`src/rtl/lccd_pkg.sv`:
```
// Package for the linear CCD capture sequencer: item structs, sequence phase
// codes, register indexes and reset values of the configuration registers.
// No dependencies.
`default_nettype none

package lccd_pkg;

   // Converter width and the mask applied to the sampled value
   localparam int unsigned ADC_BITS = 12;
   localparam logic [11:0] ADC_MASK = 12'((64'd1 << ADC_BITS) - 64'd1);

   // Fixed tail of the transfer: master cycles after the shift pulse
   localparam logic [15:0] XTAIL_CYCLES = 16'd4;
   // Tail cycle at which the integration gate rises again
   localparam logic [15:0] XTAIL_ICG_RISE = 16'd3;
   // Readout tick that samples the converter value
   localparam logic [1:0] LAST_TICK = 2'd3;
   // Shift pulse repeats every third readout period
   localparam logic [1:0] THIRD_WRAP = 2'd2;

   // Configuration register indexes
   localparam logic [2:0] CSR_INTEGRATION_CYCLES = 3'd0;
   localparam logic [2:0] CSR_SAMPLE_PHASE       = 3'd1;
   localparam logic [2:0] CSR_CLEAR_PULSES       = 3'd2;
   localparam logic [2:0] CSR_SHIFT_HIGH_CYCLES  = 3'd3;
   localparam logic [2:0] CSR_SHIFT_LOW_CYCLES   = 3'd4;
   localparam logic [2:0] CSR_READOUT_PERIODS    = 3'd5;
   localparam logic [2:0] CSR_ACTIVE_START       = 3'd6;
   localparam logic [2:0] CSR_PIXEL_COUNT        = 3'd7;

   // Register reset values
   localparam logic [15:0] RST_INTEGRATION_CYCLES = 16'd50;
   localparam logic [1:0]  RST_SAMPLE_PHASE       = 2'd0;
   localparam logic [15:0] RST_CLEAR_PULSES       = 16'd4166;
   localparam logic [7:0]  RST_SHIFT_HIGH_CYCLES  = 8'd2;
   localparam logic [7:0]  RST_SHIFT_LOW_CYCLES   = 8'd4;
   localparam logic [11:0] RST_READOUT_PERIODS    = 12'd1546;
   localparam logic [11:0] RST_ACTIVE_START       = 12'd32;
   localparam logic [11:0] RST_PIXEL_COUNT        = 12'd1500;

   // Sequence phases, one-hot
   typedef enum logic [6:0] {
      PH_IDLE  = 7'b0000001,
      PH_CLEAR = 7'b0000010,
      PH_INTEG = 7'b0000100,
      PH_HOLD  = 7'b0001000,
      PH_XHIGH = 7'b0010000,
      PH_XTAIL = 7'b0100000,
      PH_READ  = 7'b1000000
   } lccd_phase_type;

   // Input item: tick or start request, plus the converter value
   typedef struct packed {
      logic        req_type;
      logic [11:0] adc_value;
   } lccd_req_type;

   // Result item: pin levels, strobe, status and pixel
   typedef struct packed {
      logic        phim;
      logic        icg;
      logic        sh;
      logic        adc_start;
      logic        busy_res;
      logic        pixel_valid;
      logic [11:0] pixel_index;
      logic [11:0] pixel_value;
      logic        last_pixel;
   } lccd_rsp_type;

endpackage

`default_nettype wire

```
`src/rtl/linear_ccd_capture_sequencer_top.sv`:
```
// Linear CCD capture sequencer: timing generator for the sensor pins, ADC
// strobe and pixel extraction, one master half period per tick item.
// Depends on lccd_pkg.
//
//   channel | direction | ports                           | moves
//   req     | in        | req_valid req_ready req_data    | tick or start item
//   rsp     | out       | rsp_valid rsp_ready rsp_data    | one result per item
//   csr     | in        | csr_we csr_addr csr_wdata       | register write
//
// Every accepted item is processed in the cycle it is accepted; its result sits
// in the output register from the next cycle on. One item per cycle sustained while rsp_ready takes each result.
// req_ready is low only while the output register holds a result that
// rsp_ready does not take. Synchronous active-high reset returns the sequencer
// to idle with PHIM and ICG high, SH low, and the registers at defaults.
`default_nettype none

module linear_ccd_capture_sequencer_top
   import lccd_pkg::*;
#(
   parameter int unsigned ADC_WIDTH = ADC_BITS
)
(
   input  wire logic         clock,
   input  wire logic         reset,
   input  wire logic         req_valid,
   output logic              req_ready,
   input  wire lccd_req_type req_data,
   output logic              rsp_valid,
   input  wire logic         rsp_ready,
   output lccd_rsp_type      rsp_data,
   input  wire logic         csr_we,
   input  wire logic [2:0]   csr_addr,
   input  wire logic [15:0]  csr_wdata
);

   // Converter bits kept from the sampled value
   localparam logic [11:0] ADC_KEEP = 12'((64'd1 << ADC_WIDTH) - 64'd1);

   // Configuration registers
   logic [15:0] integ_cycles_ff;
   logic [1:0]  sample_phase_ff;
   logic [15:0] clear_pulses_ff;
   logic [7:0]  shift_high_ff;
   logic [7:0]  shift_low_ff;
   logic [11:0] readout_periods_ff;
   logic [11:0] active_start_ff;
   logic [11:0] pixel_count_ff;

   // Sequencer state
   lccd_phase_type phase_ff, phase_in;
   logic [15:0] pulse_ff, pulse_in;
   logic [15:0] cycle_ff, cycle_in;
   logic [1:0]  half_ff, half_in;
   logic [11:0] period_ff, period_in;
   logic [1:0]  third_ff, third_in;
   logic        phim_ff, phim_in;
   logic        icg_ff, icg_in;
   logic        sh_ff, sh_in;

   // Output register
   logic         rsp_valid_ff;
   lccd_rsp_type rsp_data_ff, rsp_data_in;

   logic accept;

   assign req_ready = !rsp_valid_ff || rsp_ready;
   assign accept    = req_valid && req_ready;
   assign rsp_valid = rsp_valid_ff;
   assign rsp_data  = rsp_data_ff;

   // Write configuration registers
   always_ff @(posedge clock) begin
      if (reset) begin
         integ_cycles_ff    <= RST_INTEGRATION_CYCLES;
         sample_phase_ff    <= RST_SAMPLE_PHASE;
         clear_pulses_ff    <= RST_CLEAR_PULSES;
         shift_high_ff      <= RST_SHIFT_HIGH_CYCLES;
         shift_low_ff       <= RST_SHIFT_LOW_CYCLES;
         readout_periods_ff <= RST_READOUT_PERIODS;
         active_start_ff    <= RST_ACTIVE_START;
         pixel_count_ff     <= RST_PIXEL_COUNT;
      end else if (csr_we) begin
         case (csr_addr)
            CSR_INTEGRATION_CYCLES: integ_cycles_ff    <= csr_wdata;
            CSR_SAMPLE_PHASE:       sample_phase_ff    <= csr_wdata[1:0];
            CSR_CLEAR_PULSES:       clear_pulses_ff    <= csr_wdata;
            CSR_SHIFT_HIGH_CYCLES:  shift_high_ff      <= csr_wdata[7:0];
            CSR_SHIFT_LOW_CYCLES:   shift_low_ff       <= csr_wdata[7:0];
            CSR_READOUT_PERIODS:    readout_periods_ff <= csr_wdata[11:0];
            CSR_ACTIVE_START:       active_start_ff    <= csr_wdata[11:0];
            CSR_PIXEL_COUNT:        pixel_count_ff     <= csr_wdata[11:0];
            default: ;
         endcase
      end
   end

   // Next state and result for one item
   always_comb begin
      lccd_phase_type ph;
      logic [15:0] pc;
      logic [15:0] cc;
      logic [1:0]  ht;
      logic [11:0] per;
      logic [1:0]  thr;
      logic [8:0]  pulse_len;
      logic [11:0] rel;

      ph  = phase_ff;
      pc  = pulse_ff;
      cc  = cycle_ff;
      ht  = half_ff;
      per = period_ff;
      thr = third_ff;
      rel = period_ff - active_start_ff;
      pulse_len = {1'b0, shift_high_ff} + {1'b0, shift_low_ff};

      phim_in = phim_ff;
      icg_in  = icg_ff;
      sh_in   = sh_ff;
      rsp_data_in = '0;

      if (req_data.req_type) begin
         // Start request: launch only from idle, pins hold
         if (phase_ff == PH_IDLE) begin
            ph  = PH_CLEAR;
            pc  = '0;
            cc  = '0;
            ht  = '0;
            per = '0;
            thr = '0;
         end
         rsp_data_in.busy_res = 1'b1;
      end else begin
         // Skip segments that are finished or empty
         if (ph == PH_CLEAR) begin
            if (pulse_len == 9'd0 || pc >= clear_pulses_ff) begin
               ph = PH_INTEG;
               cc = '0;
               ht = '0;
            end else if (cc >= {7'd0, pulse_len}) begin
               pc = pc + 16'd1;
               cc = '0;
               if (pc >= clear_pulses_ff) begin
                  ph = PH_INTEG;
                  ht = '0;
               end
            end
         end
         if (ph == PH_INTEG && cc >= integ_cycles_ff) begin
            ph = PH_HOLD;
            cc = '0;
            ht = '0;
         end
         if (ph == PH_XHIGH && cc >= {8'd0, shift_high_ff}) begin
            ph = PH_XTAIL;
            cc = '0;
            ht = '0;
         end
         if (ph == PH_XTAIL && cc >= XTAIL_CYCLES) begin
            ph  = PH_READ;
            per = '0;
            thr = '0;
            ht  = '0;
         end
         if (ph == PH_READ && per >= readout_periods_ff) begin
            ph = PH_IDLE;
            ht = '0;
         end
         rel = per - active_start_ff;

         // Drive pins for this tick and advance counters
         case (ph)
            PH_CLEAR, PH_INTEG, PH_XHIGH, PH_XTAIL: begin
               rsp_data_in.busy_res = 1'b1;
               phim_in = ht[0];
               if (ph == PH_CLEAR) begin
                  icg_in = 1'b1;
                  sh_in  = (cc < {8'd0, shift_high_ff});
               end else if (ph == PH_INTEG) begin
                  icg_in = 1'b1;
                  sh_in  = 1'b0;
               end else if (ph == PH_XHIGH) begin
                  icg_in = 1'b0;
                  sh_in  = 1'b1;
               end else begin
                  icg_in = (cc >= XTAIL_ICG_RISE);
                  sh_in  = 1'b0;
               end
               if (ht != 2'd0) begin
                  ht = '0;
                  cc = cc + 16'd1;
               end else begin
                  ht = 2'd1;
               end
            end
            PH_HOLD: begin
               rsp_data_in.busy_res = 1'b1;
               phim_in = 1'b1;
               icg_in  = 1'b0;
               sh_in   = 1'b0;
               ph = PH_XHIGH;
               cc = '0;
               ht = '0;
            end
            PH_READ: begin
               rsp_data_in.busy_res  = 1'b1;
               phim_in = ht[0];
               icg_in  = 1'b1;
               sh_in   = (thr == 2'd0);
               rsp_data_in.adc_start = (ht == sample_phase_ff);
               if (ht == LAST_TICK) begin
                  // Emit the pixel when the period lies in the active window
                  if (per >= active_start_ff && rel < pixel_count_ff) begin
                     rsp_data_in.pixel_valid = 1'b1;
                     rsp_data_in.pixel_index = rel;
                     rsp_data_in.pixel_value = req_data.adc_value & ADC_KEEP;
                     rsp_data_in.last_pixel  =
                        (({1'b0, rel} + 13'd1) == {1'b0, pixel_count_ff});
                  end
                  per = per + 12'd1;
                  thr = (thr >= THIRD_WRAP) ? 2'd0 : thr + 2'd1;
                  ht  = '0;
               end else begin
                  ht = ht + 2'd1;
               end
            end
            default: begin
               ph = PH_IDLE;
               phim_in = 1'b1;
               icg_in  = 1'b1;
               sh_in   = 1'b0;
            end
         endcase
      end

      phase_in  = ph;
      pulse_in  = pc;
      cycle_in  = cc;
      half_in   = ht;
      period_in = per;
      third_in  = thr;
      rsp_data_in.phim = phim_in;
      rsp_data_in.icg  = icg_in;
      rsp_data_in.sh   = sh_in;
   end

   // Advance state on each accepted item
   always_ff @(posedge clock) begin
      if (reset) begin
         phase_ff  <= PH_IDLE;
         pulse_ff  <= '0;
         cycle_ff  <= '0;
         half_ff   <= '0;
         period_ff <= '0;
         third_ff  <= '0;
         phim_ff   <= 1'b1;
         icg_ff    <= 1'b1;
         sh_ff     <= 1'b0;
      end else if (accept) begin
         phase_ff  <= phase_in;
         pulse_ff  <= pulse_in;
         cycle_ff  <= cycle_in;
         half_ff   <= half_in;
         period_ff <= period_in;
         third_ff  <= third_in;
         phim_ff   <= phim_in;
         icg_ff    <= icg_in;
         sh_ff     <= sh_in;
      end
   end

   // Hold the result until taken
   always_ff @(posedge clock) begin
      if (reset) begin
         rsp_valid_ff <= 1'b0;
      end else if (accept) begin
         rsp_valid_ff <= 1'b1;
      end else if (rsp_ready) begin
         rsp_valid_ff <= 1'b0;
      end
   end

   always_ff @(posedge clock) begin
      if (accept) begin
         rsp_data_ff <= rsp_data_in;
      end
   end

   // Start from idle enters the clearing phase
   a_start_clear: assert property (@(posedge clock) disable iff (reset)
      (accept && req_data.req_type && phase_ff == PH_IDLE) |=> phase_ff == PH_CLEAR)
      else $error("start from idle did not enter clearing");

   // Pixels only come out of a running capture
   a_pixel_busy: assert property (@(posedge clock) disable iff (reset)
      (rsp_valid_ff && rsp_data_ff.pixel_valid) |-> rsp_data_ff.busy_res)
      else $error("pixel outside a capture");

   // Last marker only on a pixel
   a_last_valid: assert property (@(posedge clock) disable iff (reset)
      (rsp_valid_ff && rsp_data_ff.last_pixel) |-> rsp_data_ff.pixel_valid)
      else $error("last marker without pixel");

   // ADC strobe only during readout, where ICG is high
   a_strobe_read: assert property (@(posedge clock) disable iff (reset)
      (rsp_valid_ff && rsp_data_ff.adc_start) |-> (rsp_data_ff.busy_res && rsp_data_ff.icg))
      else $error("ADC strobe outside readout");

   // Half tick runs past one only in readout
   a_half_range: assert property (@(posedge clock) disable iff (reset)
      (phase_ff != PH_READ) |-> !half_ff[1])
      else $error("half tick out of range");

endmodule

`default_nettype wire

```
`config.mk`:
```
export PLATFORM = sky130hd
export DESIGN_NAME = linear_ccd_capture_sequencer_top
export DESIGN_NICKNAME = d
export VERILOG_FILES = /design/src/rtl/lccd_pkg.sv /design/src/rtl/linear_ccd_capture_sequencer_top.sv
export SDC_FILE = /design/constraint.sdc
export NUM_CORES = 1
export LEC_CHECK = 0
export ABC_CLOCK_PERIOD_IN_PS = 9400
export BUFFER_PORTS_ARGS = -buffer_cell sky130_fd_sc_hd__buf_4
export CAP_MARGIN = 20
export CORE_MARGIN = 4
export CORE_UTILIZATION = 44
export DETAILED_ROUTE_END_ITERATION = 12
export SYNTH_ARGS = -nofsm -noshare
export SYNTH_HDL_FRONTEND = slang
export SYNTH_SLANG_ARGS = --single-unit
export TNS_END_PERCENT = 30
```
`constraint.sdc`:
```
create_clock -name clock -period 9.4 [get_ports clock]
set_input_delay 0.47 -clock clock [delete_from_list [all_inputs] [get_ports clock]]
set_output_delay 0.47 -clock clock [all_outputs]
set_load 0.005 [all_outputs]
```
* After elaboration in Yosys (flattened, before gate mapping)
Index checks and enable logic that the tools add are counted.
Cells by class: $add $sub $neg 8, magnitude comparators 12, equal/unequal tests 24, multiplexer cells 74, bitwise operators 3, reduce and logical (&&, ||, !) cells 32
Operators by type and width (number):
- 16-bit two-way mux | 15
- 7-bit two-way mux | 15
- 12-bit two-way mux | 6
- 16-bit >= comparator | 3
- 2-bit two-way mux | 18
- 16-bit by 1-bit adder with 16-bit output (second input constant) | 2
- 16-bit case mux with 2 select lines | 1
- 26-bit two-way mux | 1
- 12-bit >= comparator | 2
- 2-bit AND reduction | 9
- 16-bit by 2-bit >= comparator with 1-bit output (second input constant) | 1
- 16-bit by 3-bit >= comparator with 1-bit output (second input constant) | 1
- 16-bit by 8-bit >= comparator with 1-bit output | 1
- 16-bit by 9-bit >= comparator with 1-bit output | 1
- 16-bit by 8-bit less-than comparator with 1-bit output | 1
- 7-bit by 2-bit equality test with 1-bit output (second input constant) | 2
- 7-bit by 3-bit equality test with 1-bit output (second input constant) | 2
- 7-bit by 5-bit equality test with 1-bit output (second input constant) | 2
- 7-bit by 6-bit equality test with 1-bit output (second input constant) | 2
- 7-bit equality test (second input constant) | 2
- 1-bit two-way mux | 14
- 7-bit case mux with 2 select lines | 1
- 12-bit by 1-bit adder with 13-bit output (second input constant) | 1
- 13-bit by 12-bit equality test with 1-bit output | 1
- 31 further kinds | 49
Word-level totals: register bits after elaboration 176, input bits 37, output and inout bits 33, logic and storage cells 180

* Longest topological paths before layout
depth in word-level cells 29, depth in mapped cells 45, depth with buffers taken out 42

* Worst setup path after synthesis
Ideal clock, no wire load.
kind register to register, from reg shift_high_ff[0], to reg cycle_ff[9], setup time 0.062 ns, arrival 8.253 ns, data required time 9.338 ns, path slack 1.085 ns, stages on the path, launching flop included 46, buffers on the path 4, clock period less this slack 8.315 ns, cell sequence dfxtp_1 > ha_1 > fa_1 > a211oi_1 > or2_1 > nand2b_1 > a21oi_1 > xnor2_1 > ha_1 > o211ai_1 > nor3_1 > a21oi_1 > a211oi_1 > inv_1 > and2_1 > clkbuf_1 > nand2_1 > inv_1 > [10 not listed] > a211oi_1 > nor2_1 > nor3_1 > a21o_1 > and2_0 > a32o_1 > buf_6 > nand4_1 > or2_1 > buf_2 > ha_1 > nor2b_1 > and3_1 > and3_1 > nand3_1 > a21o_1 > a2111o_1 > nand3_1
Between the ends: word-level cells in the longest chain between the ends 26, elaborated cells between the ends (all ways) 57, those cells by class add/sub (2); order compare (5); eq/ne (9); mux (33); reduce/logical (8)
Ends and longest elaborated chain:
- start, declared | RTL line linear_ccd_capture_sequencer_top.sv:43 | logic [7:0] shift_high_ff;
- start signal, assigned | RTL line linear_ccd_capture_sequencer_top.sv:87 | CSR_SHIFT_HIGH_CYCLES: shift_high_ff <= csr_wdata[7:0];
- 8-bit by 8-bit adder with 9-bit output | RTL line linear_ccd_capture_sequencer_top.sv:115 | pulse_len = {1'b0, shift_high_ff} + {1'b0, shift_low_ff};
- 16-bit by 9-bit >= comparator with 1-bit output / 9-bit logical NOT (equally long branches) | RTL line linear_ccd_capture_sequencer_top.sv:140, linear_ccd_capture_sequencer_top.sv:136
- 16-bit two-way mux (tied with other cells) | RTL line linear_ccd_capture_sequencer_top.sv:140 | end else if (cc >= {7'd0, pulse_len}) begin
- 16-bit two-way mux / 7-bit two-way mux (equally long branches) | RTL line linear_ccd_capture_sequencer_top.sv:136 | if (pulse_len == 9'd0 || pc >= clear_pulses_ff) begin
- 16-bit two-way mux / 7-bit two-way mux (equally long branches) | RTL line linear_ccd_capture_sequencer_top.sv:135 | if (ph == PH_CLEAR) begin
- 16-bit two-way mux / 7-bit two-way mux (equally long branches) | RTL line linear_ccd_capture_sequencer_top.sv:122 | if (req_data.req_type) begin
- 16-bit >= comparator / 7-bit by 3-bit equality test with 1-bit output (equally long branches) | RTL line linear_ccd_capture_sequencer_top.sv:149 | if (ph == PH_INTEG && cc >= integ_cycles_ff) begin
- 1-bit logical AND | RTL line linear_ccd_capture_sequencer_top.sv:149
- [10 not listed]
- 12-bit >= comparator / 7-bit equality test (equally long branches) | RTL line linear_ccd_capture_sequencer_top.sv:165 | if (ph == PH_READ && per >= readout_periods_ff) begin
- 1-bit logical AND | RTL line linear_ccd_capture_sequencer_top.sv:165
- 7-bit two-way mux / 2-bit two-way mux (equally long branches) | RTL line linear_ccd_capture_sequencer_top.sv:165
- 7-bit two-way mux / 2-bit two-way mux (equally long branches) | RTL line linear_ccd_capture_sequencer_top.sv:122
- 7-bit by 2-bit equality test with 1-bit output (tied with other cells) | RTL line linear_ccd_capture_sequencer_top.sv:172 | case (ph)
- 4-bit OR reduction / 16-bit two-way mux (equally long branches) | RTL line linear_ccd_capture_sequencer_top.sv:172, linear_ccd_capture_sequencer_top.sv:189
- 16-bit case mux with 2 select lines * | RTL line linear_ccd_capture_sequencer_top.sv:172
- 16-bit two-way mux * | RTL line linear_ccd_capture_sequencer_top.sv:122
- end signal, assigned | RTL line linear_ccd_capture_sequencer_top.sv:262 | cycle_ff <= cycle_in;
- end, declared | RTL line linear_ccd_capture_sequencer_top.sv:52 | logic [15:0] cycle_ff, cycle_in;
Mark *: on every way between the ends. The rest lies on a longest branch, timed or not. The select of a mux whose other input is x is not followed. A chain may end at the register's enable or synchronous reset.

* Final worst setup path
Ends and elaborated chain as after synthesis.

==> results_dict.tcl <==
set metrics [dict create \
    end_kind "flip-flop" \
    async_flop_share_pct 0 \
    setup_viol 0 \
    ctsHtreeMaxLevel 4 \
    cp.arrival_ns 9.05 \
    synth_compound_area_share_pct 19.1 \
    leakagePower_nw 5.43 \
    placed_cell_area_um2 12300 \
    diodes 0 \
    synth_adder_area_share_pct 13.7 \
    path_delay_family "compound AO/OA/AOI/OAI gates" \
    fin_hold_ws_ns 0.275 \
    synth-edff-count 31 \
    ys_seq_elements 176 \
    synth_seq_area_share_pct 33.3 \
    rows 58 \
    post-dp-hpwl_um 23900 \
    crit_type "reg -> reg" \
    die_w_um 170 \
    ir_worst_vdd_mv 0.0929 \
    synth_area_leaders "dfxtp_1 (25%), ha_1 (13%), edfxtp_1 (8.1%)" \
    synth_mux_area_share_pct 0.652 \
    slowest_delay_ns 0.46 \
    synth_area_um2 11500 \
    drt_iter0_drc 869 \
    gp_congestion 0.930 \
    clock_latency_ns 0.44 \
    drtPass1Iterations 6 \
    ys_warn_count 0 \
    pre_cts_ws_ns 0.322 \
    cts_buffers 17 \
    max_freq_ghz 0.115 \
    worstPathRequired_ns 9.78 \
    syn_nets 1592 \
    area_delta_synth_final_pct 12.7 \
    initial_core_util_pct 45.2 \
    power_density_nw_per_um2 128 \
    fillers 2511 \
    clock-skew-final_ns 0.0164 \
    synth_top_area_share_pct 25.2 \
    cts_buffer_depth 2 \
    final_net_count 1643 \
    port_buffers 69 \
    route.detailed.drc 0 \
    drv_slew 0 \
    status "finished clean" \
    cap_viol_max_count 0 \
    grt_pass1_vias 9768 \
    fin_crit_sh_pct 92.3 \
    cts_num_sinks 176 \
    clk_pin_slew_ns 0.07 \
    io_pins 70 \
    grt_max_degree 89 \
    grt_pass1_wl_um 52100 \
    hold_viol 0 \
    rsz0062_at_grt "false" \
    fin_area_um2 13000 \
    antenna_found_initial 0 \
    setup_tns_ns 0 \
    worst_pin_slew_ns 1.00 \
    slew_headroom_pct 32.6 \
    track_usage_pct 22.4 \
    vias 10200 \
    post_synth_inst_count 1430 \
    hp-class "in -> reg" \
    final_common_cell "nand2_1" \
    cts_tree "done" \
    crit_path_top_delay_cell "fa_1" \
    crit_fanout 17 \
    synth-xor-area-share_pct 3.72 \
    gr-total-overflow 0 \
    ant_nets 0 \
    layout_common_cells "nand2_1 (231), dfxtp_1 (145), a21oi_1 (127), ha_1 (123), inv_1 (98)" \
    postRouteWirelength_um 31800 \
    multi_input_area_um2 7130 \
    die_area_um2 28800 \
    seqCellArea_um2 3830 \
    ys.flop_type "dfxtp_1" \
    crit_path_frequent_cell "ha_1" \
    via_per_inst 5.62 \
    synth_top_family_by_area "simple AND/OR/NAND/NOR gates" \
    cts_hold_buffers 0 \
    die_y_um 170 \
    root_buffer "clkbuf_16" \
    crit_buf_inv 2 \
    synth_top_area_cell "dfxtp_1" \
    synthSimpleGateAreaFrac_pct 24.2 \
    final.setup.worst_slack_ns 0.727 \
    syn-mean-instance-area_um2 8.06 \
    coreArea_um2 25500 \
    startpoint_type "flip-flop" \
    wl_per_cell_um 17.4 \
    finalCriticalPeriod_ns 8.67 \
    synth_cell_types 76 \
    drive_above_1_share_pct 9.97 \
]
stage by stage:
step	cells	utilization (%)	total power, mW
floorplan	1430	-	0.907
global placement	1789	48.5	0.972
detailed placement	1789	48.5	0.974
CTS	1821	50.7	1.68
global route	1824	51.0	1.73
finish	1824	51.0	1.66
synth_stat cells (20+ instances only):
cell type,n
nand2_1,231
dfxtp_1,145
a21oi_1,127
ha_1,123
inv_1,99
nor2_1,75
and2_1,56
o21ai_0,54
clkbuf_1,43
nand3_1,42
and3_1,35
edfxtp_1,31
xnor2_1,29
nor3_1,27
o211ai_1,27
xor2_1,20
timing repair:
action,4_1_cts,5_1_grt
resized for setup,0,9
endpoints found under the setup margin,0,41
setup buffers,0,0
sequential cells by signal, indices dropped and copies added, names as in the netlist:
signal              flops
icg_ff                  1
half_ff                 2
pixel_count_ff         12
rsp_valid               1
active_start_ff        12
readout_periods_ff     12
integ_cycles_ff        16
phase_ff                7
cycle_ff               16
phim_ff                 1
shift_low_ff            8
third_ff                2
shift_high_ff           8
pulse_ff               16
sample_phase_ff         2
sh_ff                   1
period_ff              12
clear_pulses_ff        16
rsp_data               31
layer usage:
metal  GRT usage, %  share of wire (%)  vias up
li1               -                  -     5152
met1           32.4                 48     4769
met2           34.9                 44      286
met3           3.34                5.9       35
met4           6.13                1.7        0
met5              0                  0        -
kinds of logic (layout without fill, tap and decap cells):
logic type | after synthesis | in the layout
flip-flops | 176 | 176
AO/OA/AOI/OAI | 346 | 346
multiplexers | 7 | 7
adder cells (fa/ha/maj) | 125 | 125
XOR/XNOR | 49 | 49
buffers and inverters | 157 | 221
AND/OR/NAND/NOR | 570 | 570
power by group:
| part | switching, mW | total [mW] | internal (mW) |
|---|---|---|---|
| Combinational | 0.105 | 0.167 | 0.0626 |
| Clock | 0.344 | 0.704 | 0.360 |
| Sequential | 0.00868 | 0.791 | 0.783 |
final timing paths:
path | from | endpoint | slack [ns] | cells after the start
max reg2reg | shift_high_ff[0] | cycle_ff[9] | 0.73 | 41
min reg2reg | active_start_ff[8] | active_start_ff[8] | 0.45 | 2
min | csr_wdata[12] | clear_pulses_ff[12] | 0.28 | 3
max | shift_high_ff[0] | cycle_ff[9] | 0.73 | 41
layout make-up:
class,instances,share of cell area [%]
flip-flops and latches,176,29.5
clock inverters,14,1.02
multi-input cells,1097,54.9
clock buffers,18,3.38
repair buffers,86,5.00
well taps,330,3.18
inverters,103,2.98
worst min-delay path, delay by kind of cell:
family                 cells  cell delay [ns]
AO/OA/AOI/OAI              1             0.07
buffers and inverters      1             0.09
AND/OR/NAND/NOR            1             0.04
Note: power is estimated with default switching activity, not from simulation.
